## src/rtl/bmf_queue.sv

```systemverilog
`timescale 1ns / 1ps
// ----------------------------------------------------------------------------
// Box mean filter queue
// Small first-in first-out buffer of registers.
// ----------------------------------------------------------------------------
module bmf_queue #(
	parameter int WIDTH = 8,
	parameter int DEPTH = 4
) (
	input  logic             clk,
	input  logic             arst_n,
	input  logic             push,
	input  logic [WIDTH-1:0] wr_data,
	output logic             full,
	input  logic             pop,
	output logic [WIDTH-1:0] rd_data,
	output logic             empty
);

	localparam int PB = $clog2(DEPTH);

	logic [WIDTH-1:0] mem_q [DEPTH];
	logic [PB-1:0]    wr_ptr_q;
	logic [PB-1:0]    rd_ptr_q;
	logic [PB:0]      count_q;
	logic             do_push;
	logic             do_pop;

	assign full    = (count_q == (PB+1)'(DEPTH));
	assign empty   = (count_q == '0);
	assign do_push = push & ~full;
	assign do_pop  = pop & ~empty;
	assign rd_data = mem_q[rd_ptr_q];

	// Pointers and fill level.
	always_ff @(posedge clk or negedge arst_n) begin
		if (!arst_n) begin
			wr_ptr_q <= '0;
			rd_ptr_q <= '0;
			count_q  <= '0;
		end else begin
			if (do_push) wr_ptr_q <= wr_ptr_q + 1'b1;
			if (do_pop) rd_ptr_q <= rd_ptr_q + 1'b1;
			if (do_push && !do_pop) count_q <= count_q + 1'b1;
			else if (!do_push && do_pop) count_q <= count_q - 1'b1;
		end
	end

	// Storage.
	always_ff @(posedge clk) begin
		if (do_push) mem_q[wr_ptr_q] <= wr_data;
	end

endmodule

```

## config.mk

```make
export PLATFORM = sky130hd
export DESIGN_NAME = bmf_queue
export DESIGN_NICKNAME = d
export VERILOG_FILES = /design/src/rtl/bmf_queue.sv
export SDC_FILE = /design/constraint.sdc
export NUM_CORES = 1
export LEC_CHECK = 0
export ABC_AREA = 1
export BUFFER_PORTS_ARGS = -buffer_cell sky130_fd_sc_hd__buf_2
export CAP_MARGIN = 40
export CORE_ASPECT_RATIO = 1.2
export CORE_MARGIN = 2
export CORE_UTILIZATION = 55
export CTS_BUF_LIST = sky130_fd_sc_hd__clkbuf_16
export DETAILED_ROUTE_END_ITERATION = 10
export PLACE_DENSITY = 0.76
export SYNTH_ARGS = -nofsm -noshare
export SYNTH_HDL_FRONTEND = slang
export SYNTH_SLANG_ARGS = --single-unit
export TNS_END_PERCENT = 30
```

## constraint.sdc

```tcl
create_clock -name clk -period 2.2 [get_ports clk]
set_input_delay 0.44 -clock clk [delete_from_list [all_inputs] [get_ports clk]]
set_output_delay 0.44 -clock clk [all_outputs]
set_load 0.005 [all_outputs]
```

* Yosys cells after proc, flatten, opt, wreduce, memory -nomap -nowiden *
Memory sizes are Yosys's and may differ from the RTL's.
Index checks and enable logic that the tools add are counted.
Widths: inputs -> output; s select.

storage, ports and cells
  register bits after elaboration = 7
  bits in writable memories = 32
  bits of input ports = 12
  memories = 1

cells by class
  add/sub/neg operators = 4
  equality and inequality tests = 1
  mux-type cells = 4
  bitwise gates (word level) = 4
  reductions and logical operators = 6

memory list
  name   depth  bits a word  rd ports  clocked after memory_dff  wr ports  RTL line  source
  mem_q  4      8            1         0                         1         22        logic [WIDTH-1:0] mem_q [DEPTH];

operators by type and width
  cell                 count
  $mux 3               2
  $add 2x1->2 const B  2
  $add 3x1->3 const B  1
  $eq 3x3->1 const B   1
  $logic_not 3->1      1
  $sub 3x1->3 const B  1
  $and 1x1->1          2
  $logic_and 1x1->1    2
  $logic_not 1->1      2
  $mux 1               2
  $not 1->1            2
  $reduce_bool 2->1    1

* Logic depth before layout (Yosys ltp) *
  depth in word-level cells = 7
  gate-level depth with buffers = 12
  gate-level depth less buffers = 12

* Worst setup path before layout *
OpenSTA, ideal clock, no wires.

  path type = reg-to-reg
  start point = reg count_q[0]
  end point = reg count_q[1]
  library setup time = 0.126 ns
  arrival = 1.600 ns
  slack = 0.473 ns
  stages on the path, launching flop included = 10
  buffers on the path = 0
  period minus slack after synthesis = 1.727 ns
  path through = dfrtp_1 > inv_1 > nand3_1 > nand2_1 > inv_1 > ha_1 > inv_1 > fa_1 > nand2_1 > o21ai_0

between the ends
  cells in the longest elaborated chain, start to end = 6
  elaborated cells between the ends (all ways) = 15
  classes of those cells = add/sub: 2; eq/ne: 1; mux: 2; bitwise: 4; reduce/logical: 6

ends and longest elaborated chain
  item                                RTL line  source
  start: declaration                  25        logic [PB:0] count_q;
  start signal: assignment            44        if (do_push && !do_pop) count_q <= count_q + 1'b1;
  start signal: assignment            45        else if (!do_push && do_pop) count_q <= count_q - 1'b1;
  $eq 3x3->1 (*)                      29        assign full = (count_q == (PB+1)'(DEPTH));
  $not 1->1 (*)                       31        assign do_push = push & ~full;
  $and 1x1->1 (*)                     31
  net do_push                         26        logic do_push;
  $logic_not 1->1                     45
  $logic_and 1x1->1                   45
  $reduce_bool 2->1 (no source line)  -

The timed path passes the listed nets; every way through them passes the cells marked *. The select of a mux whose other input is x is not followed.
A chain may end at the register's enable or synchronous reset.

* Final worst setup path *
  start point = reg count_q[1]
  end point = reg count_q[1]

The elaborated chain is that of the path after synthesis.

==> metrics.md <==
| Metric | Value |
|---|---|
| CP max-delay cell | `fa_1` |
| TritonRoute pass-1 iters | `4` |
| Hold WC Path Type | `in -> reg` |
| Share of cells above drive strength 1 | `0.174` |
| Setup CP Type | `reg -> reg` |
| Crit Reg-Reg Endpoint | `count_q[1]` |
| Largest net degree at the start of global routing | `34` |
| Fin. max-slew vios | `0` |
| WP data required | `2.35 ns` |
| Longest Clk Path Bufs | `2` |
| I/O Buffers | `21` |
| Post-synthesis simple-gate area fraction | `0.121` |
| Worst Reg2Reg Path Length in Cells | `9` |
| CP max FO | `7` |
| Levels on crit path | `9` |
| Synth Flop Type | `edfxtp_1` |
| Post-DP HPWL | `2060 microns` |
| Vias | `1,131` |
| CTS clk-pin slew, worst paths | `0.05 ns` |
| Adder-Cell Fraction of Synth Area | `0.0476` |
| Worst Skew | `0.00282 ns` |
| Initial core utilization | `0.573` |
| ANT cells | `0` |
| Final period util | `0.888` |
| Number of synthesized flops with an enable pin | `32` |
| Pwr dens | `1310 nW/um^2` |
| # rows | `22` |
| Vias in the first global route | `1,091` |
| Post-route design area | `2020 sq um` |
| CP peak stage delay | `0.41 ns` |
| Fill cells | `249` |
| Main combinational cell family by area after synthesis | `simple AND/OR/NAND/NOR gates` |
| Status | `complete, no violations` |
| Final non-filler cell total | `220` |
| CTS tree | `done` |
| RSZ-0062 raised after global routing | `no` |
| I/O pins | `22` |
| Compound-Gate Fraction of Synth Area | `0.0722` |
| Core area | `3030 sq um` |
| Cells after synthesis | `154` |
| Syn_nets | `172` |
| Top-count cell post-synth | `nand2_1` |
| R2R setup slack | `0.25 ns` |
| CP Buf/Inv Count | `3` |
| Via density per instance | `5.14` |
| Most frequent cells after synthesis | `nand2_1, edfxtp_1, inv_1` |
| P_leak | `0.938 nW` |
| Clk_lat worst skew | `0.28 ns` |
| Netlist cell types | `16` |
| Global-route wire length before repair | `4710 microns` |
| Die Y | `65.5 microns` |
| Peak supply drop | `0.933 mV` |
| Wire length per cell | `12.7 microns` |
| Residual DRC | `0` |
| Sequential area share after synthesis | `0.655` |
| Post-Synth XOR/XNOR Area | `0.00505` |
| Total Die Area | `3620 sq um` |
| Setup crit end | `count_q[1]` |
| Placed cell count | `211` |
| Ys Warns | `0` |
| Critical path launch point | `count_q[1]` |
| H-tree Lvls | `2` |
| Max-cap viol count | `0` |
| Final setup viols | `0` |
| Startpoint Class | `flop` |
| Max Freq | `512 MHz` |
| Worst Tran Pin Value | `0.486 ns` |
| GRT Util Overall | `0.178` |
| Post-synth top area share | `0.554` |
| Biggest area consumer among synthesized cells | `edfxtp_1` |
| Routability cong. | `0.739` |
| Flops & latches, synth | `39` |
| Crit-path cells | `inv_1 -> nand3_1 -> nand2_1 -> inv_1 -> ha_1 -> inv_1 -> fa_1 -> nand2_1 -> o21ai_0` |
| Mapped Avg Cell Area | `11.3 sq um` |
| Fin nets | `201` |
| Detail Route Antenna Nets | `0` |
| # clock sinks | `39` |
| Sum of negative setup slack | `0 ns` |
| Reg-to-Reg Start | `count_q[1]` |
| CP dominant cell by count | `inv_1` |
| Fraction of registers with async set/reset | `0.179` |
| Netlist Area Pre-Place | `1730 sq um` |
| Detailed router's first-iteration violation count | `40` |
| Slew margin rel. | `0.676` |
| CTS buffer count | `5` |
| Root Buffer | `clkbuf_16` |
| Area delta synth->final | `16.3%` |
| DRT Wirelength | `2800 microns` |
| Mux share of post-synthesis cell area | `0` |
| Crit path time final | `1.95 ns` |
| Synth top area cells | `edfxtp_1, dfrtp_1, nand2_1` |
| Die width | `55.3 microns` |
| Post-DP Area | `1870 sq um` |
| Crit path DAT | `2.10 ns` |
| CP Capture Type | `flop` |
| Initial antenna violation count | `0` |
| Cell family with most CP delay | `adder cells` |
| Gr ovfl total | `0` |
| Final hold vios | `0` |
-- sequential cells by signal, indices dropped and copies added (netlist names) --
signal and flops:
count_q 3, mem_q 32, rd_ptr_q 2, wr_ptr_q 2
-- stage by stage --
stage | hold WS, ns | total power, W | setup slack [ns] | util
2_1_floorplan | 0.144 | 0.00175 | 0.473 | -
3_3_place_gp | 0.280 | 0.00196 | 0.394 | 0.618
3_5_place_dp | 0.285 | 0.00202 | 0.248 | 0.618
4_1_cts | 0.377 | 0.00267 | 0.241 | 0.666
5_1_grt | 0.376 | 0.00285 | 0.0459 | 0.666
6_report | 0.380 | 0.00264 | 0.246 | 0.666
-- worst reg2reg max path, stage by stage (launching register included) --
cell and delay, ns:
dfrtp_1 0.40, inv_1 0.12, nand3_1 0.15, nand2_1 0.21, inv_1 0.07, ha_1 0.21, inv_1 0.09, fa_1 0.41
nand2_1 0.08, o21ai_0 0.09
-- power breakdown --
part           switching (W)  leakage (nW)  internal, W
Sequential          0.000108         0.378     0.000995
Combinational       0.000535         0.490     0.000349
Clock               0.000247        0.0701     0.000407
Total               0.000890         0.938      0.00175
-- cell usage in the layout (no fill, tap or decap) --
cell type	n
o21ai_0	1
nand2_1	41
buf_2	21
nand4_1	1
o211ai_1	16
buf_4	4
ha_1	5
nand3_1	7
xnor2_1	1
fa_1	1
inv_1	33
inv_2	2
nor2_1	4
edfxtp_1	32
clkinv_1	2
clkbuf_16	5
dlygate4sd3_1	1
dfrtp_1	7
-- layout make-up --
class / count / area [sq um] / area share
clock buffer: 5 / 125 / 0.0620
tap: 36 / 45.0 / 0.0223
clock inverter: 3 / 11.3 / 0.00558
sequential: 39 / 1140 / 0.563
multi-input combinational: 77 / 427 / 0.212
inverter: 34 / 128 / 0.0633
timing repair buffer: 26 / 145 / 0.0720
-- metal layers --
| layer | part of all wire | vias up | track usage |
|---|---|---|---|
| li1 | - | 563 | - |
| met1 | 0.38 | 541 | 0.175 |
| met2 | 0.55 | 22 | 0.329 |
| met3 | 0.050 | 5 | 0.0630 |
| met4 | 0.020 | 0 | 0.0854 |
| met5 | 0 | - | 0 |
-- logic make-up after synthesis --
logic type	after synthesis
XOR/XNOR	1
buffers and inverters	38
AO/OA/AOI/OAI	17
AND/OR/NAND/NOR	53
adder cells (fa/ha/maj)	6
flip-flops	39
-- worst min-delay path by stage --
stage,endpoint,depth (start not counted),start,slack (ns)
floorplan,count_q[0],0,arst_n,0.14
global placement,count_q[0],1,arst_n,0.28
detailed placement,count_q[0],1,arst_n,0.28
CTS,mem_q[1][0],1,wr_data[0],0.38
global route,mem_q[0][7],1,wr_data[7],0.38
finish,mem_q[2][3],1,wr_data[3],0.38
-- timing repair --
item / in CTS / in global routing
hold buffers: 1 / 0
resized for setup: 0 / 0
buffers inserted: 0 / 0
hold endpoints to repair: 7 / 0
(Power assumes the default switching activity.)
