$ cat src/rtl/bmf_pkg.sv
`timescale 1ns / 1ps
// ----------------------------------------------------------------------------
// Box mean filter package
// Sizes, register codes and the words passed between the filter's parts.
// ----------------------------------------------------------------------------
package bmf_pkg;

	// Limits of the window and of the row.
	localparam int MAX_RADIUS = 15;
	localparam int MAX_WIDTH  = 2048;

	// Ring of rows kept in the row store.
	localparam int SLOTS = 2 * MAX_RADIUS + 1;

	localparam int PIXB = 8;
	localparam int RB   = $clog2(MAX_RADIUS + 1);
	localparam int WB   = 12;
	localparam int HB   = 12;
	localparam int XB   = $clog2(MAX_WIDTH);
	localparam int YB   = $clog2(4095 + MAX_RADIUS + 2);
	localparam int SB   = $clog2(SLOTS);
	localparam int CB   = $clog2(SLOTS + 1);
	localparam int CSB  = $clog2(SLOTS * 255 + 1);
	localparam int WSB  = $clog2(SLOTS * SLOTS * 255 + 1);
	localparam int CNB  = $clog2(SLOTS * SLOTS + 1);
	localparam int NUMB = $clog2(2 * SLOTS * SLOTS * 255 + SLOTS * SLOTS + 1);
	localparam int QB   = 8;

	// Configuration port.
	localparam int CIB = 3;
	localparam int CDB = 12;

	localparam logic [CIB-1:0] CFG_RADIUS = 3'd0;
	localparam logic [CIB-1:0] CFG_WIDTH  = 3'd1;
	localparam logic [CIB-1:0] CFG_HEIGHT = 3'd2;
	localparam logic [CIB-1:0] CFG_MODE   = 3'd3;

	// Effective frame geometry.
	typedef struct packed {
		logic [RB-1:0] r;
		logic [WB-1:0] w;
		logic [HB-1:0] h;
		logic          mode;
	} bmf_cfg_t;

	// One classified item from the front to the back.
	typedef struct packed {
		logic            is_pix;
		logic [PIXB-1:0] pix;
		logic [XB-1:0]   x;
		logic [SB-1:0]   slot;
		logic            first_row;
		logic            sub_old;
		logic            use_t;
		logic            out_en;
		logic [XB-1:0]   oj;
		logic [SB-1:0]   oslot;
		logic            border;
		logic [CB-1:0]   rows;
		logic [CB-1:0]   cols;
		logic            last;
	} bmf_item_t;

	// One result word.
	typedef struct packed {
		logic [PIXB-1:0] mean;
		logic            last;
	} bmf_result_t;

	typedef enum logic [2:0] {
		ST_IDLE,
		ST_READ,
		ST_SUM,
		ST_PREP,
		ST_DIV,
		ST_PUSH
	} bmf_state_t;

endpackage

$ cat src/rtl/bmf_cfg.sv
`timescale 1ns / 1ps
// ----------------------------------------------------------------------------
// Box mean filter configuration
// Holds the registers and derives the effective frame geometry.
// ----------------------------------------------------------------------------
module bmf_cfg import bmf_pkg::*; (
	input  logic           clk,
	input  logic           arst_n,
	input  logic           cfg_valid,
	output logic           cfg_ready,
	input  logic [CIB-1:0] cfg_index,
	input  logic [CDB-1:0] cfg_data,
	output bmf_cfg_t       cfg,
	output logic           restart
);

	logic [RB-1:0] radius_q;
	logic [WB-1:0] width_q;
	logic [HB-1:0] height_q;
	logic          mode_q;
	logic [WB-1:0] w1;
	logic [WB-1:0] w_eff;
	logic [WB-1:0] half;
	logic [RB-1:0] rad_c;

	assign cfg_ready = 1'b1;
	assign restart   = cfg_valid & cfg_ready;

	// Register writes; any write restarts the frame.
	always_ff @(posedge clk or negedge arst_n) begin
		if (!arst_n) begin
			radius_q <= RB'(1);
			width_q  <= WB'(640);
			height_q <= HB'(480);
			mode_q   <= 1'b0;
		end else if (restart) begin
			case (cfg_index)
				CFG_RADIUS: radius_q <= cfg_data[RB-1:0];
				CFG_WIDTH:  width_q  <= cfg_data[WB-1:0];
				CFG_HEIGHT: height_q <= cfg_data[HB-1:0];
				CFG_MODE:   mode_q   <= cfg_data[0];
				default: ;
			endcase
		end
	end

	// Zero sizes count as one, the width saturates and the radius fits the row.
	always_comb begin
		w1    = (width_q == '0) ? WB'(1) : width_q;
		w_eff = (w1 > WB'(MAX_WIDTH)) ? WB'(MAX_WIDTH) : w1;
		half  = (w_eff - 1'b1) >> 1;
		rad_c = (radius_q > RB'(MAX_RADIUS)) ? RB'(MAX_RADIUS) : radius_q;
		cfg.w = w_eff;
		cfg.h = (height_q == '0) ? HB'(1) : height_q;
		cfg.r = (WB'(rad_c) > half) ? half[RB-1:0] : rad_c;
		cfg.mode = mode_q;
	end

endmodule

$ cat config.mk
export PLATFORM = sky130hd
export DESIGN_NAME = bmf_cfg
export DESIGN_NICKNAME = d
export VERILOG_FILES = /design/src/rtl/bmf_pkg.sv /design/src/rtl/bmf_cfg.sv
export SDC_FILE = /design/constraint.sdc
export NUM_CORES = 1
export LEC_CHECK = 0
export ABC_AREA = 1
export BUFFER_PORTS_ARGS = -buffer_cell sky130_fd_sc_hd__buf_2
export CORE_ASPECT_RATIO = 0.75
export CORE_MARGIN = 1.5
export CORE_UTILIZATION = 30
export DETAILED_ROUTE_END_ITERATION = 10
export GPL_TIMING_DRIVEN = 0
export PLACE_DENSITY = 0.62
export SETUP_SLACK_MARGIN = 0.02
export SLEW_MARGIN = 15
export SYNTH_ARGS = -nofsm -noshare
export SYNTH_HDL_FRONTEND = slang
export SYNTH_SLANG_ARGS = --single-unit
$ cat constraint.sdc
create_clock -name clk -period 4.75 [get_ports clk]
set_clock_uncertainty 0.15 [all_clocks]
set_input_delay 0.2375 -clock clk [delete_from_list [all_inputs] [get_ports clk]]
set_output_delay 0.2375 -clock clk [all_outputs]
set_load 0.02 [all_outputs]
# --- Yosys cells after proc, flatten, opt, wreduce, memory -nomap -nowiden ---
# Cells that the tools add are included.
totals:
  register_bits: 29
  latch_bits: 0
  mem_bits_rw: 0
  romBits: 0
  mem_count: 0
classes:
  addsub: 1
  n_mul: 0
  n_div: 0
  magnitude_cmp: 3
  eq_ne: 3
  shifts: 0
  n_mux: 5
  bitwise: 0
  reduce_logical: 7
op_table:
  columns: ["cell", "n"]
  rows:
  - ["$mux 12", 3]
  - ["$logic_not 12->1", 2]
  - ["$gt 12x12->1 const B", 1]
  - ["$sub 12x1->12 const B", 1]
  - ["$gt 4x11->1", 1]
  - ["$mux 4", 2]
  - ["$reduce_and 2->1", 4]
  - ["$eq 3x2->1 const B", 2]
  - ["$gt 4x4->1 const B", 1]
  - ["$eq 3x1->1 const B", 1]
  - ["$logic_not 3->1", 1]

# --- Depth between registers and ports, before layout ---
depth:
  word_depth: 7
  mapped_depth: 23
  ltp_nobuf: 23

# --- Worst setup path before layout ---
# Ideal clock, no wire load.
synth_timing:
  kind: "reg2out"
  start: "register width_q[2]"
  end: "output port cfg[26] (netlist name)"
  t_arrival_ns: 2.721
  t_required_ns: 4.363
  path_slack_ns: 1.642
  path_stages_with_launch: 23
  n_path_buf: 0
  cell_sequence: "dfrtp_1 > nor2_1 > nand2_1 > nor2_1 > nand2_2 > nand2_4 > nand2_2 > ha_1 > nand2_1 > xor2_1 > inv_1 > ha_1 > nand2_1 > inv_1 > nand3_1 > nand2_1 > a21oi_1 > nand2_1 > nor2_1 > nand3_1 > nor2_2 > nand3_1 > nand2_1"
synth_rtl:
  columns: ["item", "line_no", "text"]
  rows:
  - ["from (decl)", "bmf_cfg.sv:18", "logic [WB-1:0] width_q;"]
  - ["from (signal assigned)", "bmf_cfg.sv:39", "CFG_WIDTH: width_q <= cfg_data[WB-1:0];"]
  - ["to (decl)", "bmf_cfg.sv:13", "output bmf_cfg_t cfg,"]

==> metrics.md <==
| Metric | Value |
|---|---|
| Rows | `23` |
| Post-synthesis cell count | `232` |
| 1st-iter DRT viols | `56` |
| Nets@finish | `310` |
| Max-cap violation count | `0` |
| Root Driver | `clkbuf_8` |
| Fin crit share | `0.812` |
| Seq/Total Area, Yosys | `0.436` |
| Number of global-route vias before repair | `1393` |
| Post-route DRC | `0` |
| HPWL after DPL | `3110 um` |
| Synth top area cells | `dfrtp_1, nand2_1, dfstp_2, o21ai_0, inv_1` |
| Avg Inst Size Synth | `7.26 um^2` |
| CP endpoint kind | `output port` |
| TNS Setup | `0 ns` |
| Hold endpoint | `width_q[7]` |
| Primary FF master, synth | `dfrtp_1` |
| Distinct cells, synth | `27` |
| Max Freq | `259 MHz` |
| Largest area contributor in the synthesized netlist | `dfrtp_1` |
| Combinational power share | `0.401` |
| FF-to-FF setup slack | `3.80 ns` |
| Layout area overhead | `25.5%` |
| Fillcell total | `616` |
| Routed wire length | `4000 um` |
| CP max-delay cell | `dfrtp_1` |
| CTS tree | `done` |
| RSZ-0062 raised after global routing | `false` |
| Reg2reg start | `width_q[11]` |
| Pre-antenna DRT Iters | `4` |
| Top-count cell post-synth | `nand2_1` |
| Synth Cell Area | `1690 um^2` |
| Setup violators final | `0` |
| Num ports | `49` |
| Internal power | `0.560 mW` |
| Vias/cell | `4.29` |
| Peak VDD IR | `227 uV` |
| Pin count of the biggest net entering global routing | `30` |
| Clock power share | `0.223` |
| Post-synthesis sequential element count | `29` |
| Largest stage delay on the critical path | `0.44 ns` |
| Hold Path Depth | `3` |
| Post-synthesis net count | `255` |
| Min-delay src | `cfg_data[7]` |
| Slew Viols, Final | `0` |
| Avg WL per Cell | `11.0 um` |
| Worst path top cell family by delay | `simple AND/OR/NAND/NOR gates` |
| Worst R2R End | `width_q[11]` |
| I/O Buffers | `47` |
| Worst Reg-to-Reg Cells | `3` |
| Share of the synthesized area in the top cell type | `0.327` |
| Final min period | `3.86 ns` |
| Clock sinks | `29` |
| Die H | `67.9 um` |
| CTS max path bufs | `2` |
| Global placement routability congestion | `0.876` |
| Rel. slew slack | `0.566` |
| Initial antenna violation count | `0` |
| Reg clk slew, reported paths | `0.06 ns` |
| Sw frac | `0.399` |
| Final Hold Viols | `0` |
| Run status | `completed` |
| Crit path launch | `width_q[3]` |
| Placeable Area | `5380 um^2` |
| Total number of vias | `1556` |
| Starting Density | `0.313` |
| Worst Setup Path Type | `flop to output port` |
| HP Class | `input pin to flop` |
| Number of synthesized flops with an enable pin | `0` |
| First-pass GRT wire length | `6640 um` |
| H-tree levels | `2` |
| Top cells by count, synth | `nand2_1, inv_1, o21ai_0, dfrtp_1, clkbuf_1` |
| Die area | `6080 um^2` |
| Post-route ant nets | `0` |
| Ys Warns | `0` |
| Layout cells sized above 1 | `0.257` |
| Worst-path maximum fanout | `10` |
| Async SR Flop Fraction | `1.00` |
| GR Overflow Total | `0` |
| Gr usage total | `0.148` |
| Power per cell area | `440 nW/um^2` |
| Die Wd | `89.5 um` |
| # diodes | `0` |
| CP arrival | `3.47 ns` |
| Most used cell, CP | `nand2_1` |
| Num CTS Buffers | `5` |
| Required @ worst endpoint | `4.36 ns` |
| Worst-Margin Slew | `0.651 ns` |
| Static Leakage | `1.18 nW` |
| CP Cell Sequence | `nor2_1 -> nand2_1 -> nor2_1 -> nand2_2 -> nand2_4 -> nand2_1 -> ha_1 -> nand2_1 -> xor2_1 -> inv_1 -> ha_1 -> nand2_1 -> inv_1 -> nand3_1 -> nand2_1 -> a21oi_1 -> nand2_1 -> nor2_1 -> nand3_1 -> nor2_2 -> nand3_1 -> nand2_1 -> buf_2` |
| CP startpoint kind | `flop` |
| Worst skew pair latency | `0.28 ns` |
| Sw Pwr | `0.371 mW` |
| Post-Route Utilization | `0.393` |
| Flop pwr share | `0.375` |
| Worst Path Buf+Inv | `3` |
worst reg2reg max path, cell delays in order (launching register included):
cell	delay, ns
dfrtp_1	0.35
buf_2	0.18
nand2_1	0.08
o21ai_0	0.07
routing by layer:
layer	GRT usage	share of wire
met1	0.222	0.55
met2	0.190	0.36
met3	0.0470	0.064
met4	0.0577	0.017
met5	0	0
metrics by stage:
step / worst slack, ns / cells / total power [mW] / cell area, um^2 / hold slack (ns)
floorplan: 1.64 / 232 / 0.615 / 1690 / -0.208
global placement: 1.22 / 354 / 0.721 / 2010 / 0.146
detailed placement: 1.20 / 354 / 0.729 / 2010 / 0.145
CTS: 0.882 / 363 / 0.943 / 2110 / 0.0486
global route: 0.557 / 363 / 1.01 / 2110 / 0.0479
finish: 0.892 / 363 / 0.930 / 2110 / 0.0600
power groups by stage:
stage	logic, mW	registers (mW)	clock network (mW)
2_1_floorplan	0.279	0.337	0
3_3_place_gp	0.368	0.352	0
3_5_place_dp	0.377	0.353	0
4_1_cts	0.378	0.349	0.215
5_1_grt	0.428	0.357	0.229
6_report	0.373	0.349	0.208
registers in the layout, indices dropped and copies added (netlist names):
signal    count
height_q     12
mode_q        1
radius_q      4
width_q      12
final cells by class:
cell class | instances | area (um^2) | share of cell area
tap | 75 | 93.8 | 0.0444
inverter | 37 | 139 | 0.0657
timing repair buffer | 48 | 245 | 0.116
buffer | 20 | 87.6 | 0.0414
sequential | 29 | 734 | 0.347
multi-input combinational | 146 | 724 | 0.343
clock buffer | 8 | 90.1 | 0.0426
timing repair:
item                                   CTS  global route
endpoints found under the hold margin   22             0
hold buffers                             1             0
buffers inserted                         0             0
gates resized for setup                  0             0
worst max path at each step:
stage / endpoint / slack (ns) / depth (start not counted)
floorplan: cfg[26] / 1.64 / 22
global route: cfg[25] / 0.56 / 23
global placement: cfg[25] / 1.22 / 23
CTS: cfg[25] / 0.88 / 23
finish: cfg[25] / 0.89 / 23
detailed placement: cfg[25] / 1.20 / 23
cells in the final DEF (no fill, tap or decap), types with 3 or more instances in the layout:
cell | Yosys | layout
buf_2 | 1 | 48
buf_4 | 3 | 3
clkbuf_1 | 16 | 18
clkbuf_8 | 0 | 6
dfrtp_1 | 22 | 22
dfstp_2 | 7 | 7
ha_1 | 5 | 5
inv_1 | 37 | 37
nand2_1 | 57 | 57
nand2_2 | 4 | 4
nand3_1 | 12 | 12
nor2_1 | 15 | 15
nor3_1 | 3 | 3
nor4_1 | 3 | 3
o21ai_0 | 31 | 31
cell families (layout without fill, tap and decap cells):
family          Yosys count  count (layout)  share of synthesized area
fa+ha+maj                 5               5                     0.0371
flops                    29              29                      0.436
buf+inv                  57             113                      0.134
simple gates             98              98                      0.251
xor+xnor                  3               3                     0.0156
compound gates           39              39                      0.124
other cells               1               1                    0.00223
No activity file was read; power rests on OpenSTA's default activity.
