<file path="config.mk">
export PLATFORM = sky130hd
export DESIGN_NAME = bmf_front
export DESIGN_NICKNAME = d
export VERILOG_FILES = /design/src/rtl/bmf_pkg.sv /design/src/rtl/bmf_front.sv
export SDC_FILE = /design/constraint.sdc
export NUM_CORES = 1
export LEC_CHECK = 0
export BUFFER_PORTS_ARGS = -buffer_cell sky130_fd_sc_hd__buf_2
export CAP_MARGIN = 0
export CORE_MARGIN = 2
export CORE_UTILIZATION = 54
export CTS_CLUSTER_SIZE = 10
export DETAILED_ROUTE_END_ITERATION = 6
export PLACE_DENSITY = 0.76
export SYNTH_ARGS = -nofsm -noshare
export SYNTH_HDL_FRONTEND = slang
export SYNTH_SLANG_ARGS = --single-unit
</file>
<file path="constraint.sdc">
create_clock -name clk -period 4.55 [get_ports clk]
set_input_delay 0.2275 -clock clk [delete_from_list [all_inputs] [get_ports clk]]
set_output_delay 0.2275 -clock clk [all_outputs]
set_load 0.02 [all_outputs]
</file>
<file path="src/rtl/bmf_pkg.sv">
`timescale 1ns / 1ps
// ----------------------------------------------------------------------------
// Box mean filter package
// Sizes, register codes and the words passed between the filter's parts.
// ----------------------------------------------------------------------------
package bmf_pkg;

	// Limits of the window and of the row.
	localparam int MAX_RADIUS = 15;
	localparam int MAX_WIDTH  = 2048;

	// Ring of rows kept in the row store.
	localparam int SLOTS = 2 * MAX_RADIUS + 1;

	localparam int PIXB = 8;
	localparam int RB   = $clog2(MAX_RADIUS + 1);
	localparam int WB   = 12;
	localparam int HB   = 12;
	localparam int XB   = $clog2(MAX_WIDTH);
	localparam int YB   = $clog2(4095 + MAX_RADIUS + 2);
	localparam int SB   = $clog2(SLOTS);
	localparam int CB   = $clog2(SLOTS + 1);
	localparam int CSB  = $clog2(SLOTS * 255 + 1);
	localparam int WSB  = $clog2(SLOTS * SLOTS * 255 + 1);
	localparam int CNB  = $clog2(SLOTS * SLOTS + 1);
	localparam int NUMB = $clog2(2 * SLOTS * SLOTS * 255 + SLOTS * SLOTS + 1);
	localparam int QB   = 8;

	// Configuration port.
	localparam int CIB = 3;
	localparam int CDB = 12;

	localparam logic [CIB-1:0] CFG_RADIUS = 3'd0;
	localparam logic [CIB-1:0] CFG_WIDTH  = 3'd1;
	localparam logic [CIB-1:0] CFG_HEIGHT = 3'd2;
	localparam logic [CIB-1:0] CFG_MODE   = 3'd3;

	// Effective frame geometry.
	typedef struct packed {
		logic [RB-1:0] r;
		logic [WB-1:0] w;
		logic [HB-1:0] h;
		logic          mode;
	} bmf_cfg_t;

	// One classified item from the front to the back.
	typedef struct packed {
		logic            is_pix;
		logic [PIXB-1:0] pix;
		logic [XB-1:0]   x;
		logic [SB-1:0]   slot;
		logic            first_row;
		logic            sub_old;
		logic            use_t;
		logic            out_en;
		logic [XB-1:0]   oj;
		logic [SB-1:0]   oslot;
		logic            border;
		logic [CB-1:0]   rows;
		logic [CB-1:0]   cols;
		logic            last;
	} bmf_item_t;

	// One result word.
	typedef struct packed {
		logic [PIXB-1:0] mean;
		logic            last;
	} bmf_result_t;

	typedef enum logic [2:0] {
		ST_IDLE,
		ST_READ,
		ST_SUM,
		ST_PREP,
		ST_DIV,
		ST_PUSH
	} bmf_state_t;

endpackage

</file>
<file path="src/rtl/bmf_front.sv">
`timescale 1ns / 1ps
// ----------------------------------------------------------------------------
// Box mean filter front
// Accepts words, tracks input and output positions and classifies each word.
// ----------------------------------------------------------------------------
module bmf_front import bmf_pkg::*; (
	input  logic            clk,
	input  logic            arst_n,
	input  bmf_cfg_t        cfg,
	input  logic            restart,
	input  logic            push,
	input  logic            action,
	input  logic [PIXB-1:0] pixel,
	input  logic            q_full,
	output logic            q_push,
	output bmf_item_t       q_item
);

	logic [XB-1:0] x_q;
	logic [YB-1:0] y_q;
	logic [SB-1:0] slot_q;
	logic [HB-1:0] oi_q;
	logic [XB-1:0] oj_q;
	logic [SB-1:0] oslot_q;

	logic          accept;
	logic          is_pix;
	logic          take;
	logic [SB-1:0] two_r;
	logic          x_end;
	logic          oj_end;
	logic [HB:0]   r1sum;
	logic [HB:0]   r1;
	logic [HB-1:0] r0;
	logic [WB-1:0] c1sum;
	logic [WB-1:0] c1;
	logic [WB-1:0] c0;

	assign accept = push & ~q_full;
	assign is_pix = (y_q < YB'(cfg.h));
	// A drain word before the frame is complete is dropped.
	assign take   = accept & ~(action & is_pix);
	assign q_push = take;
	assign two_r  = {cfg.r, 1'b0};
	assign x_end  = (WB'(x_q) == cfg.w - 1'b1);
	assign oj_end = (WB'(oj_q) == cfg.w - 1'b1);

	// Classification of the word and geometry of the window it completes.
	always_comb begin
		r0    = (oi_q >= HB'(cfg.r)) ? oi_q - HB'(cfg.r) : '0;
		r1sum = {1'b0, oi_q} + (HB+1)'(cfg.r);
		r1    = (r1sum < (HB+1)'(cfg.h)) ? r1sum : (HB+1)'(cfg.h) - 1'b1;
		c0    = (oj_q >= XB'(cfg.r)) ? WB'(oj_q - XB'(cfg.r)) : '0;
		c1sum = WB'(oj_q) + WB'(cfg.r);
		c1    = (c1sum < cfg.w) ? c1sum : cfg.w - 1'b1;

		q_item.is_pix    = is_pix;
		q_item.pix       = pixel;
		q_item.x         = x_q;
		q_item.slot      = slot_q;
		q_item.first_row = (y_q == '0);
		q_item.sub_old   = (y_q > YB'(two_r));
		q_item.use_t     = (x_q < XB'(cfg.r));
		q_item.out_en    = (y_q > YB'(cfg.r)) ||
			((y_q == YB'(cfg.r)) && (x_q >= XB'(cfg.r)));
		q_item.oj        = oj_q;
		q_item.oslot     = oslot_q;
		q_item.border    = cfg.mode & ((oi_q < HB'(cfg.r)) |
			(r1sum >= (HB+1)'(cfg.h)) | (oj_q < XB'(cfg.r)) | (c1sum >= cfg.w));
		q_item.rows      = CB'(r1 - {1'b0, r0} + 1'b1);
		q_item.cols      = CB'(c1 - c0 + 1'b1);
		q_item.last      = (oi_q == cfg.h - 1'b1) && oj_end;
	end

	// Position counters; they return to zero on a restart and after the last output.
	always_ff @(posedge clk or negedge arst_n) begin
		if (!arst_n) begin
			x_q     <= '0;
			y_q     <= '0;
			slot_q  <= '0;
			oi_q    <= '0;
			oj_q    <= '0;
			oslot_q <= '0;
		end else if (restart || (take && q_item.out_en && q_item.last)) begin
			x_q     <= '0;
			y_q     <= '0;
			slot_q  <= '0;
			oi_q    <= '0;
			oj_q    <= '0;
			oslot_q <= '0;
		end else if (take) begin
			if (x_end) begin
				x_q    <= '0;
				y_q    <= y_q + 1'b1;
				slot_q <= (slot_q == two_r) ? '0 : slot_q + 1'b1;
			end else begin
				x_q <= x_q + 1'b1;
			end
			if (q_item.out_en) begin
				if (oj_end) begin
					oj_q    <= '0;
					oi_q    <= oi_q + 1'b1;
					oslot_q <= (oslot_q == two_r) ? '0 : oslot_q + 1'b1;
				end else begin
					oj_q <= oj_q + 1'b1;
				end
			end
		end
	end

endmodule

</file>
# After elaboration in Yosys (flattened, before gate mapping)
# Index checks and enable logic that the tools add are counted.
[word_totals]
regBits = 57
[op_classes]
reduce_logical = 14
magnitude_cmp = 13
mux = 27
add_sub_neg = 17
bitwise = 9
eq_ne = 6
[ops]
columns = ["operator", "n"]
rows = [
  ["two-way mux 11 bit", 7],
  ["two-way mux 5 bit", 13],
  ["two-way mux 12 bit", 4],
  ["two-way mux 13 bit", 3],
  ["less-than comparator 13 x 12 -> 1 bit", 2],
  ["equality test 11 x 12 -> 1 bit", 2],
  ["subtractor 12 x 1 -> 12 bit, second input constant", 2],
  ["adder 11 x 1 -> 11 bit, second input constant", 2],
  ["greater-or-equal comparator 11 x 4 -> 1 bit", 2],
  ["less-than comparator 11 x 4 -> 1 bit", 2],
  ["adder 5 x 1 -> 5 bit, second input constant", 4],
  ["adder 12 x 4 -> 13 bit", 1],
  ["adder 13 x 1 -> 13 bit, second input constant", 1],
  ["equality test 13 x 4 -> 1 bit", 1],
  ["greater-or-equal comparator 13 x 12 -> 1 bit", 1],
  ["> comparator 13 x 4 -> 1 bit", 1],
  ["> comparator 13 x 5 -> 1 bit", 1],
  ["zero test 13 bit", 1],
  ["adder 11 x 4 -> 12 bit", 1],
  ["adder 12 x 1 -> 12 bit, second input constant", 1],
  ["equality test 12 bit", 1],
  ["greater-or-equal comparator 12 bit", 1],
  ["greater-or-equal comparator 12 x 4 -> 1 bit", 1],
  ["less-than comparator 12 bit", 1],
  ["13 further kinds", 30],
]

# Logic depth before layout (Yosys ltp)
# Gate-level depths: netlist of run 1.
[logic_depth]
ltp_word = 9
mapped_depth = 25
depth_no_buf = 25

# Worst setup path after synthesis of run 1
# Ideal clock, no wire load.
[synth_path]
path_type = "register to output"
startpoint = "register oi_q[2]"
endpoint = "output q_item[10] (netlist bit)"
n_path_buf = 1
t_arrival_ns = 4.863
slack_ns = -0.541
path_stages_with_launch = 22
required_ns = 4.323
cell_sequence = "dfrtp_1 -> ha_1 -> clkbuf_1 -> o21bai_1 -> a21oi_1 -> nor2_1 -> xor2_1 -> ha_1 -> a21o_1 -> a21oi_1 -> nor2b_1 -> o21ai_0 -> a21oi_1 -> nor4_2 -> mux2_2 -> ha_1 -> ha_1 -> a21o_1 -> a21oi_1 -> xor2_1 -> xnor2_1 -> xnor2_1"
[synth_lines]
columns = ["element", "line", "rtl"]
rows = [
  ["start, declared", "bmf_front.sv:22", "logic [HB-1:0] oi_q;"],
  ["start signal, assigned", "bmf_front.sv:102", "oi_q <= oi_q + 1'b1;"],
  ["end, declared", "bmf_front.sv:16", "output bmf_item_t q_item"],
]

==> results of run 1 <==
-- per-layer routing --
layer / up-vias / share of wire
met4: 0 / 0.023
met1: 3365 / 0.46
met3: 51 / 0.064
li1: 3512 / -
met5: - / 0
met2: 244 / 0.45
-- cell families after synthesis --
family | share of synthesized area
xor gates and xnor gates | 0.115
muxes | 0.0238
buffers and inverters | 0.0770
adders and majority gates | 0.162
DFF | 0.194
and+or+nand+nor | 0.273
AOI/OAI and AO/OA | 0.155
-- cell usage after synthesis (all sizes together), types with 5 or more instances --
library cell,instances
o21a,5
nand2,62
nor3,17
clkbuf,25
nor4b,8
a21o,15
dfrtp,57
o31ai,9
nand4b,5
and4,6
nor3b,7
o211ai,10
and2,6
nor2,64
ha,86
a31oi,11
mux2i,13
nand2b,15
buf,28
a211o,6
a211oi,5
o21ai,41
inv,70
or3,14
nand3,42
fa,6
or4,15
and3,11
a21oi,47
nor4,29
xnor2,55
nand4,27
nor2b,7
xor2,34
-- through the flow --
step | cells | setup slack, ps | hold WS [ps] | util
floorplan | 901 | -155 | -68.1 | -
global placement | 1178 | -184 | 426 | 0.629
detailed placement | 1178 | -256 | 433 | 0.629
CTS | 1213 | -439 | 76.9 | 0.670
global route | 1209 | -665 | 116 | 0.672
finish | 1209 | -420 | 48.3 | 0.672
-- cell type report --
cell class              instances  area (um^2)  share of cell area
clock buffers                  13          260              0.0291
inverters                      70          263              0.0294
repair buffers                169         1090               0.123
flip-flops and latches         57         1430               0.160
clock inverters                 3         15.0             0.00168
multi-input cells             721         5650               0.633
well taps                     176          220              0.0246
-- path summary, 6_finish.rpt --
kind                              end  slack, ps
setup / recovery           q_item[10]       -420
min in group clk           oslot_q[0]        250
max in group asynchronous     oj_q[1]       3950
hold / removal                 y_q[9]         50
hold reg to reg               y_q[12]        580
setup reg to reg            slot_q[1]        820
-- power groups by stage --
stage / logic, mW / clock network [mW] / registers (mW)
floorplan: 0.465 / 0 / 0.545
global placement: 0.650 / 0 / 0.540
detailed placement: 0.667 / 0 / 0.540
CTS: 0.709 / 0.642 / 0.532
global route: 0.798 / 0.668 / 0.533
finish: 0.725 / 0.637 / 0.532
-- flip-flops by register name, indices dropped and copies added, names as in the netlist --
signal	cells
y_q	13
oi_q	12
oj_q	11
x_q	11
slot_q	5
oslot_q	5
-- repair_timing --
item                                    in CTS  in global routing
endpoints found under the setup margin       6                  7
setup buffers                               19                  2
hold buffers                                 0                  0
resized for setup                           30                 16
pin swaps                                   47                 25
==> metrics.log, run 1 <==
[metrics] switching pwr: 0.656 mW
[metrics] RSZ-0062 raised after global routing: true
[metrics] share of flip-flops with an asynchronous set or reset after synthesis: 1.00
[metrics] worst reg2reg startpoint: y_q[2]
[metrics] leading cell type in the layout, fill and taps excluded: sky130_fd_sc_hd__buf_4
[metrics] busiest metal layer after global routing: met2
[metrics] vias in the first global route: 6851
[metrics] CTS buffer count: 9
[metrics] count of cells along the worst register-to-register path: 9
[metrics] number of enable-type register cells in the synthesized netlist: 0
[metrics] hold violation count in the final report: 0
[metrics] area of the mapped netlist: 7360 um^2
[metrics] Final Slew Violations: 0
[metrics] fraction of power consumed by combinational cells: 0.383
[metrics] clock slew seen by the registers of the worst setup and hold paths: 50 ps
[metrics] biggest area contributors in the synthesized netlist: sky130_fd_sc_hd__dfrtp_1 (19%), sky130_fd_sc_hd__ha_1 (15%), sky130_fd_sc_hd__xnor2_1 (6.5%)
[metrics] count of H-tree levels built during CTS: 3
[metrics] met2 usage: 0.452
[metrics] final worst-path cycle share: 1.09
[metrics] GR Util met3: 0.0392
[metrics] global-route met1 utilization: 0.407
[metrics] power share of the sequential group: 0.281
[metrics] boundary pin count: 101
[metrics] cell type contributing the most total cell area after synthesis: sky130_fd_sc_hd__dfrtp_1
[metrics] area of placed instances: 8370 um^2
[metrics] number of remaining DRC errors: 0
[metrics] most frequent cells in the layout: sky130_fd_sc_hd__buf_4 (87), sky130_fd_sc_hd__buf_2 (77), sky130_fd_sc_hd__ha_1 (74), sky130_fd_sc_hd__inv_1 (63), sky130_fd_sc_hd__nand2_1 (61)
[metrics] clock net sink count: 57
[metrics] net switching fraction of the power: 0.346
[metrics] number of failing setup endpoints in the final timing report: 6
[metrics] number of violations of the max-capacitance limit: 0
[metrics] Max VDD drop: 0.197 mV
[metrics] data required time at the worst endpoint: 4320 ps
[metrics] Crit Path Category: reg -> out
[metrics] list of cells traversed by the critical path: ha_1 -> inv_1 -> a21oi_1 -> nor2_1 -> nor2_2 -> o21bai_2 -> nand2_2 -> nor2_1 -> xor2_1 -> ha_1 -> and4_1 -> nand4_1 -> a21oi_2 -> nor4_4 -> buf_4 -> mux2_4 -> ha_4 -> ha_4 -> a21o_1 -> a21oi_2 -> xor2_1 -> xnor2_1 -> xnor2_2 -> buf_4
[metrics] P&R area growth vs syn: 21.3%
[metrics] clock buffer depth: 2
[metrics] worst-case setup margin in the final layout: -420 ps
[metrics] iteration-0 DRC count of the detailed router: 548
[metrics] logic depth of the worst path, buffers included: 24
[metrics] skew final: 7.08 ps
[metrics] global routing usage summed across all routing layers: 0.287
[metrics] first-pass GRT wire length: 33500 um
[metrics] kind of cell with the highest combined delay on the critical path: adder cells
[metrics] diodes inserted: 0
[metrics] Worst Hold Class: in -> async
[metrics] run status: complete, but fails checks
[metrics] effective utilization at floorplan: 0.554
[metrics] largest net degree at the start of global routing: 58
[metrics] start point of the critical path: oi_q[1]
[metrics] number of cells produced by synthesis: 901
[metrics] Post-synth top flop: sky130_fd_sc_hd__dfrtp_1
[metrics] Largest stage delay, worst path: 410 ps
[metrics] total chip power: 1.89 mW
[metrics] Setup Total Neg Slack: -1240 ps
[metrics] Internal Pwr Total: 1.24 mW
[metrics] Vias per Instance: 5.93
[metrics] WL final: 20500 um
[metrics] Total Nets Final: 1163
[metrics] antenna viol nets, final: 0
[metrics] die width: 121 um
[metrics] TritonCTS clock tree: yes
[metrics] antenna violations before repair: 0
[metrics] final weighted congestion of routability-driven global placement: 0.904
[metrics] number of port buffers: 84
[metrics] crit path time final: 4970 ps
[metrics] violated checks: setup timing
[metrics] average size of a mapped cell: 8.17 um^2
[metrics] clock latency on the worst-skew pair: 340 ps
[metrics] arrival time worst endpoint: 4740 ps
[metrics] detailed-routing iteration count for the pre-antenna-repair pass: 6
[metrics] Die Outline Area: 14600 um^2
[metrics] routed via count: 7172
[metrics] power density over the cells: 212 nW/um^2
[metrics] post-detail-place hpwl: 16000 um
[metrics] Critical Path Slowest Stage Cell: sky130_fd_sc_hd__dfrtp_1
[metrics] number of library cell types mapped by synthesis: 77
[metrics] final std cell area, no fill: 8930 um^2
[metrics] share of the yosys chip area belonging to registers: 0.194
[metrics] detail-routed net length per standard cell: 17.0 um
[metrics] placement row count: 42
[metrics] library cell used as clock root buffer: sky130_fd_sc_hd__clkbuf_16
[metrics] Post-Syn Nets: 1036
[metrics] type of destination of the critical path: output port
[metrics] Remaining Overflow, GRT: 0
[metrics] achievable clock frequency: 201 MHz
[metrics] post-synthesis sequential element count: 57
[metrics] height of the die: 121 um
[metrics] largest fanout on the critical path: 4
[metrics] count of fill cells added during filler insertion: 1139
[metrics] fraction of final layout cells with drive strength greater than 1: 0.262
[metrics] share of power burned in the clock network: 0.336
[metrics] leakage power: 4.16 nW
[metrics] CP Buf/Inv Count: 3
[metrics] Synth Warn #: 0
[metrics] sort of element at the start of the critical path: flip-flop
[metrics] Core ar.: 13300 um^2
[metrics] worst rel slew slack: 0.263
[metrics] slew at the pin closest to its max-slew limit: 1100 ps
[metrics] fraction of synthesized cell area taken by the top area cell type: 0.194
No activity file was read; power rests on OpenSTA's default activity.
==> run 2, diff against run 1 <==
==> config.mk (replaced) <==
export PLATFORM = sky130hd
export DESIGN_NAME = bmf_front
export DESIGN_NICKNAME = d
export VERILOG_FILES = /design/src/rtl/bmf_pkg.sv /design/src/rtl/bmf_front.sv
export SDC_FILE = /design/constraint.sdc
export NUM_CORES = 1
export LEC_CHECK = 0
export BUFFER_PORTS_ARGS = -buffer_cell sky130_fd_sc_hd__buf_4
export CAP_MARGIN = 0
export CELL_PAD_IN_SITES_DETAIL_PLACEMENT = 1
export CELL_PAD_IN_SITES_GLOBAL_PLACEMENT = 2
export CORE_MARGIN = 2
export CORE_UTILIZATION = 32
export CTS_CLUSTER_SIZE = 10
export DETAILED_ROUTE_END_ITERATION = 6
export PLACE_DENSITY = 0.75
export SKIP_LAST_GASP = 1
export SYNTH_ARGS = -nofsm -noshare
export SYNTH_HDL_FRONTEND = slang
export SYNTH_SLANG_ARGS = --single-unit
==> run 2 against run 1 <==
Effect of this change: the run ends with hold timing, setup timing left; clock skew is 4.2 ps higher; register-to-register slack hardly changed; non-clock buffer count is 3 higher; combinational power is 5.2% higher; critical endpoint unchanged; utilization is 26 points lower; cell area is 4.1% higher; clock power is 4.9% higher.
==> metrics.log, run 2 (synthesis results as in run 1) <==
[metrics] iteration-0 DRC count of the detailed router: 311 (-43%)
[metrics] Worst Hold Class: in -> async
[metrics] TritonCTS clock tree: yes
[metrics] clock slew seen by the registers of the worst setup and hold paths: 60 ps (about the same)
[metrics] run status: complete, but fails checks
[metrics] most frequent cells in the layout: sky130_fd_sc_hd__buf_4 (168), sky130_fd_sc_hd__ha_1 (72), sky130_fd_sc_hd__inv_1 (61), sky130_fd_sc_hd__nand2_1 (61), sky130_fd_sc_hd__nor2_1 (56)
[metrics] count of fill cells added during filler insertion: 2697 (+140%)
[metrics] antenna viol nets, final: 0 (unchanged)
[metrics] Total Nets Final: 1166 (+0.26%)
[metrics] worst slack at placement: -387 ps (-131 ps)
[metrics] fraction of final layout cells with drive strength greater than 1: 0.270 (+0.00722)
[metrics] vias in the first global route: 7238 (+5.6%)
[metrics] Reg area: 1430 um^2 (about the same)
[metrics] hold violation count in the final report: 16 (+16)
[metrics] Worst Hold Slack: -43.9 ps (-92.2 ps)
[metrics] Core ar.: 22600 um^2 (+70%)
[metrics] largest fanout on the critical path: 5 (+1)
[metrics] first-pass GRT wire length: 40300 um (+20%)
[metrics] effective utilization at floorplan: 0.325 (-0.229)
[metrics] Max VDD drop: 0.142 mV (-28%)
[metrics] violated checks: hold timing, setup timing
[metrics] Die Outline Area: 24200 um^2 (+66%)
[metrics] highest metal layer with signal wires: met4
[metrics] achievable clock frequency: 198 MHz (-1.5%)
[metrics] largest register by flop count: y_q
[metrics] diodes inserted: 0 (unchanged)
[metrics] fraction of power consumed by combinational cells: 0.388 (+0.005)
[metrics] count of H-tree levels built during CTS: 3 (unchanged)
[metrics] final worst-path cycle share: 1.11 (+0.0170)
[metrics] slew at the pin closest to its max-slew limit: 833 ps (-267 ps)
[metrics] largest net degree at the start of global routing: 58 (unchanged)
[metrics] worst rel slew slack: 0.443 (+0.180)
[metrics] final weighted congestion of routability-driven global placement: 0.863 (-4.5%)
[metrics] leakage power: 4.22 nW (+1.4%)
[metrics] number of failing setup endpoints in the final timing report: 6 (unchanged)
[metrics] Largest register FFs: 13 (unchanged)
[metrics] arrival time worst endpoint: 4820 ps (+80 ps)
[metrics] antenna violations before repair: 0 (unchanged)
[metrics] type of destination of the critical path: output port
[metrics] data required time at the worst endpoint: 4320 ps (about the same)
[metrics] share of power burned in the clock network: 0.340 (+0.004)
[metrics] leading cell type in the layout, fill and taps excluded: sky130_fd_sc_hd__buf_4
[metrics] cell count after placement: 1286 (+9.2%)
[metrics] number of remaining DRC errors: 0 (unchanged)
[metrics] Crit Path Category: reg -> out
[metrics] area used by multi-input combinational logic: 5670 um^2 (+0.27%)
[metrics] sort of element at the start of the critical path: flip-flop
[metrics] clock latency on the worst-skew pair: 340 ps (about the same)
[metrics] area of placed instances: 8710 um^2 (+4.1%)
[metrics] number of violations of the max-capacitance limit: 0 (unchanged)
[metrics] reg-to-reg slack, setup: 810 ps (about the same)
[metrics] P&R area growth vs syn: 26.3%
[metrics] die width: 156 um (+29%)
[metrics] clock buffer depth: 2 (unchanged)
[metrics] Vias per Instance: 5.44 (-8.3%)
[metrics] worst-case setup margin in the final layout: -497 ps (-77.3 ps)
[metrics] Internal Pwr Total: 1.29 mW (+4.0%)
[metrics] count of cells along the worst register-to-register path: 11 (+2)
[metrics] detailed-routing iteration count for the pre-antenna-repair pass: 5 (-1)
[metrics] Remaining Overflow, GRT: 0 (unchanged)
[metrics] RSZ-0062 raised after global routing: true
[metrics] global routing usage summed across all routing layers: 0.211 (-0.0757)
[metrics] met3 WL: 776 um (-41%)
[metrics] switching pwr: 0.679 mW (+3.6%)
[metrics] boundary pin count: 101 (unchanged)
[metrics] placement row count: 55 (+31%)
[metrics] CTS buffer count: 9 (unchanged)
[metrics] crit path time final: 5050 ps (+77.3 ps)
[metrics] detail-routed net length per standard cell: 19.1 um (+13%)
[metrics] library cell used as clock root buffer: sky130_fd_sc_hd__clkbuf_16
[metrics] post-detail-place hpwl: 20200 um (+26%)
[metrics] Final Slew Violations: 0 (unchanged)
[metrics] worst reg2reg startpoint: y_q[3]
[metrics] final standard cell count with taps included and fillers excluded: 1320 (+9.2%)
[metrics] routed via count: 7182 (+0.14%)
[metrics] height of the die: 156 um (+29%)
[metrics] r2r endpoint: slot_q[0]
[metrics] detailed route wirelength on metal2: 11600 um (+26%)
[metrics] routed length on met1: 12600 um (+33%)
[metrics] net switching fraction of the power: 0.345 (-0.000903)
[metrics] clock net sink count: 57 (unchanged)
[metrics] Setup Total Neg Slack: -1710 ps (-473 ps)
[metrics] power share of the sequential group: 0.272 (-0.009)
[metrics] power density over the cells: 211 nW/um^2 (-0.26%)
[metrics] WL final: 25300 um (+23%)
[metrics] number of port buffers: 84 (unchanged)
[metrics] final std cell area, no fill: 9300 um^2 (+4.1%)
[metrics] leading registers by flop count: y_q (13), oi_q (12)
[metrics] skew final: 11.3 ps (+4.24 ps)
[run 2: what timing repair did]
item	CTS	global route
hold buffers	0	0
endpoints found under the setup margin	6	7
setup buffers	13	7
pin swaps	27	47
resized for setup	19	24
hold endpoints to repair	0	0
[run 2: worst max-delay path by stage]
| stage | start | to | slack [ps] |
|---|---|---|---|
| after CTS | oi_q[0] | q_item[10] | -580 |
| after global routing | oi_q[0] | q_item[10] | -780 |
| final | oi_q[1] | q_item[10] | -500 |
| after global placement | cfg[25] | q_item[5] | -220 |
| after detailed placement | cfg[25] | q_item[5] | -390 |
| after floorplan | oi_q[0] | q_item[10] | -150 |
[run 2: per-stage QoR]
| stage | total power [mW] | utilization |
|---|---|---|
| 2_1_floorplan | 1.01 | - |
| 3_5_place_dp | 1.27 | 0.385 |
| 3_3_place_gp | 1.25 | 0.385 |
| 4_1_cts | 1.97 | 0.404 |
| 6_report | 1.97 | 0.411 |
| 5_1_grt | 2.08 | 0.411 |
[run 2: area by class of cell]
type | count | area share
clock buffer | 11 | 0.0250
clock inverter | 4 | 0.00484
inverter | 70 | 0.0283
multi-input combinational | 721 | 0.609
sequential | 57 | 0.154
tap | 285 | 0.0383
timing repair buffer | 172 | 0.140
[run 2: worst max-delay path, stage by stage, from the launching register on]
cell and delay, ps:
sky130_fd_sc_hd__dfrtp_2 430, sky130_fd_sc_hd__buf_4 140, sky130_fd_sc_hd__inv_2 40, sky130_fd_sc_hd__fa_2 330
sky130_fd_sc_hd__o21bai_1 190, sky130_fd_sc_hd__a21oi_2 110, sky130_fd_sc_hd__nor2_2 110, sky130_fd_sc_hd__and3_4 190
sky130_fd_sc_hd__xor2_1 150, sky130_fd_sc_hd__ha_1 260, sky130_fd_sc_hd__and4_1 160, sky130_fd_sc_hd__nand4_1 120
sky130_fd_sc_hd__a21oi_2 70, sky130_fd_sc_hd__nor4_4 280, sky130_fd_sc_hd__buf_6 160, sky130_fd_sc_hd__mux2_4 310
sky130_fd_sc_hd__ha_4 280, sky130_fd_sc_hd__ha_4 190, sky130_fd_sc_hd__a21o_1 160, sky130_fd_sc_hd__a21oi_2 130
sky130_fd_sc_hd__xor2_1 190, sky130_fd_sc_hd__xnor2_1 190, sky130_fd_sc_hd__xnor2_2 140, sky130_fd_sc_hd__buf_4 150
[run 2: layer usage]
metal  track usage  vias up
met2         0.339      110
li1              -     3501
met1         0.307     3557
met5             0        -
met4        0.0441        0
met3        0.0211       14
[run 2: power groups by stage]
stage               Combinational, mW  Clock, mW  Sequential [mW]
floorplan                       0.465          0            0.545
global placement                0.712          0            0.542
detailed placement              0.725          0            0.542
CTS                             0.756      0.679            0.533
global route                    0.850      0.698            0.536
finish                          0.763      0.668            0.535
==> run 3, diff against run 2 <==
--- a/config.mk
+++ b/config.mk
@@ -18,3 +18,4 @@
 export SYNTH_ARGS = -nofsm -noshare
 export SYNTH_HDL_FRONTEND = slang
 export SYNTH_SLANG_ARGS = --single-unit
+export TNS_END_PERCENT = 50
==> run 3 against run 2 <==
Effect of this change: die area unchanged; critical path type unchanged; worst setup slack improved by 1.4 ps; combinational power fell by 2.9%; routed wire length down 0.56%; first-iteration DRC count up 2.9%; largest power group unchanged; the flow still finishes with violations (hold timing, setup timing); cell area decreased by 1.1%; register-to-register slack better by 40 ps; via count down 0.18%.
==> metrics.log, run 3 (synthesis results as in run 1) <==
[metrics] largest net degree at the start of global routing: 58 (unchanged)
[metrics] list of cells traversed by the critical path: ha_2 -> inv_2 -> fa_2 -> o21bai_1 -> a21oi_2 -> nor2_2 -> and3_4 -> xor2_1 -> ha_1 -> and4_1 -> nand4_1 -> a21oi_2 -> nor4_4 -> buf_6 -> mux2_4 -> ha_4 -> inv_2 -> ha_4 -> a21o_1 -> a21oi_2 -> xor2_1 -> xnor2_1 -> xnor2_2 -> buf_4
[metrics] RSZ-0062 raised after global routing: true
[metrics] Core ar.: 22600 um^2 (unchanged)
[metrics] Remaining Overflow, GRT: 0 (unchanged)
[metrics] P&R area growth vs syn: 24.9%
[metrics] effective utilization at floorplan: 0.325 (unchanged)
[metrics] first-pass GRT wire length: 40200 um (-0.41%)
[metrics] number of violations of the max-capacitance limit: 0 (unchanged)
[metrics] largest register by flop count: y_q
[metrics] global routing usage summed across all routing layers: 0.210 (-0.000943)
[metrics] area used by multi-input combinational logic: 5600 um^2 (-1.3%)
[metrics] worst rel slew slack: 0.429 (-0.0135)
[metrics] clock net sink count: 57 (unchanged)
[metrics] achievable clock frequency: 198 MHz (about the same)
[metrics] number of failing setup endpoints in the final timing report: 6 (unchanged)
[metrics] vias in the first global route: 7220 (-0.25%)
[metrics] crit path time final: 5050 ps (-1.35 ps)
[metrics] WL final: 25100 um (-0.56%)
[metrics] Critical Path Slowest Stage Cell: sky130_fd_sc_hd__dfrtp_1
[metrics] count of fill cells added during filler insertion: 2704 (+0.26%)
[metrics] type of destination of the critical path: output port
[metrics] final weighted congestion of routability-driven global placement: 0.863 (unchanged)
[metrics] share of power burned in the clock network: 0.344 (+0.004)
[metrics] placement row count: 55 (unchanged)
[metrics] fraction of power consumed by combinational cells: 0.381 (-0.007)
[metrics] Max VDD drop: 0.143 mV (+0.39%)
[metrics] power density over the cells: 211 nW/um^2 (about the same)
[metrics] skew final: 9.77 ps (-1.56 ps)
[metrics] worst-case setup margin in the final layout: -496 ps (+1.35 ps)
[metrics] hold_buf cts: 0 (unchanged)
[metrics] TritonCTS clock tree: yes
[metrics] number of remaining DRC errors: 0 (unchanged)
[metrics] Worst Hold Slack: -43.7 ps (+0.190 ps)
[metrics] Total Nets Final: 1163 (-0.26%)
[metrics] net switching fraction of the power: 0.346 (+0.000815)
[metrics] Largest register FFs: 13 (unchanged)
[metrics] violated checks: hold timing, setup timing
[metrics] slew at the pin closest to its max-slew limit: 853 ps (+20.2 ps)
[metrics] Reg area: 1430 um^2 (unchanged)
[metrics] Largest stage delay, worst path: 370 ps (-60 ps)
[metrics] Internal Pwr Total: 1.27 mW (-1.2%)
[metrics] fraction of final layout cells with drive strength greater than 1: 0.253 (-0.0167)
[metrics] power share of the sequential group: 0.275 (+0.003)
[metrics] diodes inserted: 0 (unchanged)
[metrics] arrival time worst endpoint: 4820 ps (about the same)
[metrics] detailed-routing iteration count for the pre-antenna-repair pass: 5 (unchanged)
[metrics] post-detail-place hpwl: 20200 um (unchanged)
[metrics] die width: 156 um (unchanged)
[metrics] clock buffer depth: 2 (unchanged)
[metrics] leading registers by flop count: y_q (13), oi_q (12)
[metrics] library cell used as clock root buffer: sky130_fd_sc_hd__clkbuf_16
[metrics] sort of element at the start of the critical path: flip-flop
[metrics] leading cell type in the layout, fill and taps excluded: sky130_fd_sc_hd__buf_4
[metrics] Crit Path Category: reg -> out
[metrics] total chip power: 1.94 mW (-1.1%)
[metrics] largest fanout on the critical path: 5 (unchanged)
[metrics] hold violation count in the final report: 16 (unchanged)
[metrics] Setup Total Neg Slack: -1740 ps (-25.7 ps)
[metrics] height of the die: 156 um (unchanged)
[metrics] Worst Hold Class: in -> async
[metrics] leakage power: 4.20 nW (-0.41%)
[metrics] number of port buffers: 84 (unchanged)
[metrics] antenna violations before repair: 0 (unchanged)
[metrics] run status: complete, but fails checks
[metrics] data required time at the worst endpoint: 4320 ps (about the same)
[metrics] routed via count: 7169 (-0.18%)
[metrics] switching pwr: 0.673 mW (-0.85%)
[metrics] boundary pin count: 101 (unchanged)
[metrics] count of H-tree levels built during CTS: 3 (unchanged)
[metrics] clock slew seen by the registers of the worst setup and hold paths: 60 ps (about the same)
[metrics] cell mode on critical path: sky130_fd_sc_hd__a21oi_2
[metrics] antenna viol nets, final: 0 (unchanged)
[metrics] Die Outline Area: 24200 um^2 (unchanged)
[metrics] CTS buffer count: 9 (unchanged)
[metrics] clock latency on the worst-skew pair: 340 ps (about the same)
[metrics] final worst-path cycle share: 1.11 (about the same)
[metrics] Final Slew Violations: 0 (unchanged)
[metrics] Vias per Instance: 5.44 (about the same)
[metrics] detail-routed net length per standard cell: 19.1 um (-0.33%)
[metrics] iteration-0 DRC count of the detailed router: 320 (+2.9%)
[metrics] most frequent cells in the layout: sky130_fd_sc_hd__buf_4 (168), sky130_fd_sc_hd__ha_1 (78), sky130_fd_sc_hd__inv_1 (66), sky130_fd_sc_hd__nand2_1 (61), sky130_fd_sc_hd__nor2_1 (57)
## run 3: worst paths after layout
| path | from | endpoint | slack [ps] | cells after the start |
|---|---|---|---|---|
| setup / recovery | oi_q[0] | q_item[10] | -500 | 24 |
| min in group clk | restart | oslot_q[3] | 200 | 2 |
| max in group asynchronous | arst_n | oj_q[1] | 3950 | 1 |
| hold / removal | arst_n | x_q[8] | -40 | 1 |
| setup reg to reg | y_q[3] | slot_q[0] | 850 | 11 |
| hold reg to reg | y_q[12] | y_q[12] | 590 | 2 |
## run 3: timing repair
action | in CTS | in global routing
buffers inserted | 8 | 8
resized for setup | 5 | 19
pin swaps | 17 | 32
setup endpoints to repair | 6 | 8
## run 3: per-layer routing
| layer | up-vias | GRT usage | part of all wire |
|---|---|---|---|
| met5 | - | 0 | 0 |
| met4 | 0 | 0.0441 | 0.010 |
| met3 | 14 | 0.0211 | 0.031 |
| met2 | 118 | 0.337 | 0.46 |
| met1 | 3536 | 0.306 | 0.50 |
| li1 | 3501 | - | - |
## run 3: through the flow
stage / area [um^2] / std cells / util / setup WS (ps)
after floorplan: 7510 / 901 / - / -155
after global placement: 8710 / 1286 / 0.385 / -224
after detailed placement: 8710 / 1286 / 0.385 / -387
after CTS: 9060 / 1309 / 0.400 / -592
after global routing: 9200 / 1317 / 0.406 / -804
final: 9200 / 1317 / 0.406 / -496
## run 3: cell type report
class                   instances  area share
multi-input cells             721       0.609
inverters                      70      0.0286
repair buffers                169       0.138
clock buffers                  11      0.0253
well taps                     285      0.0388
clock inverters                 4     0.00490
flip-flops and latches         57       0.156
## run 3: critical path, delay by kind of cell, from the launching register on
| family | cells | cell delay, ps |
|---|---|---|
| multiplexers | 1 | 320 |
| flip-flops | 1 | 370 |
| adder cells (fa/ha/maj) | 5 | 1200 |
| XOR/XNOR | 4 | 670 |
| AO/OA/AOI/OAI | 5 | 670 |
| buffers and inverters | 4 | 390 |
| AND/OR/NAND/NOR | 5 | 860 |
## run 3: power by group through the flow
| stage | registers (mW) | logic (mW) | clock network [mW] |
|---|---|---|---|
| final | 0.534 | 0.741 | 0.669 |
| after global placement | 0.542 | 0.712 | 0 |
| after detailed placement | 0.542 | 0.725 | 0 |
| after floorplan | 0.545 | 0.465 | 0 |
| after CTS | 0.533 | 0.737 | 0.679 |
| after global routing | 0.536 | 0.826 | 0.698 |
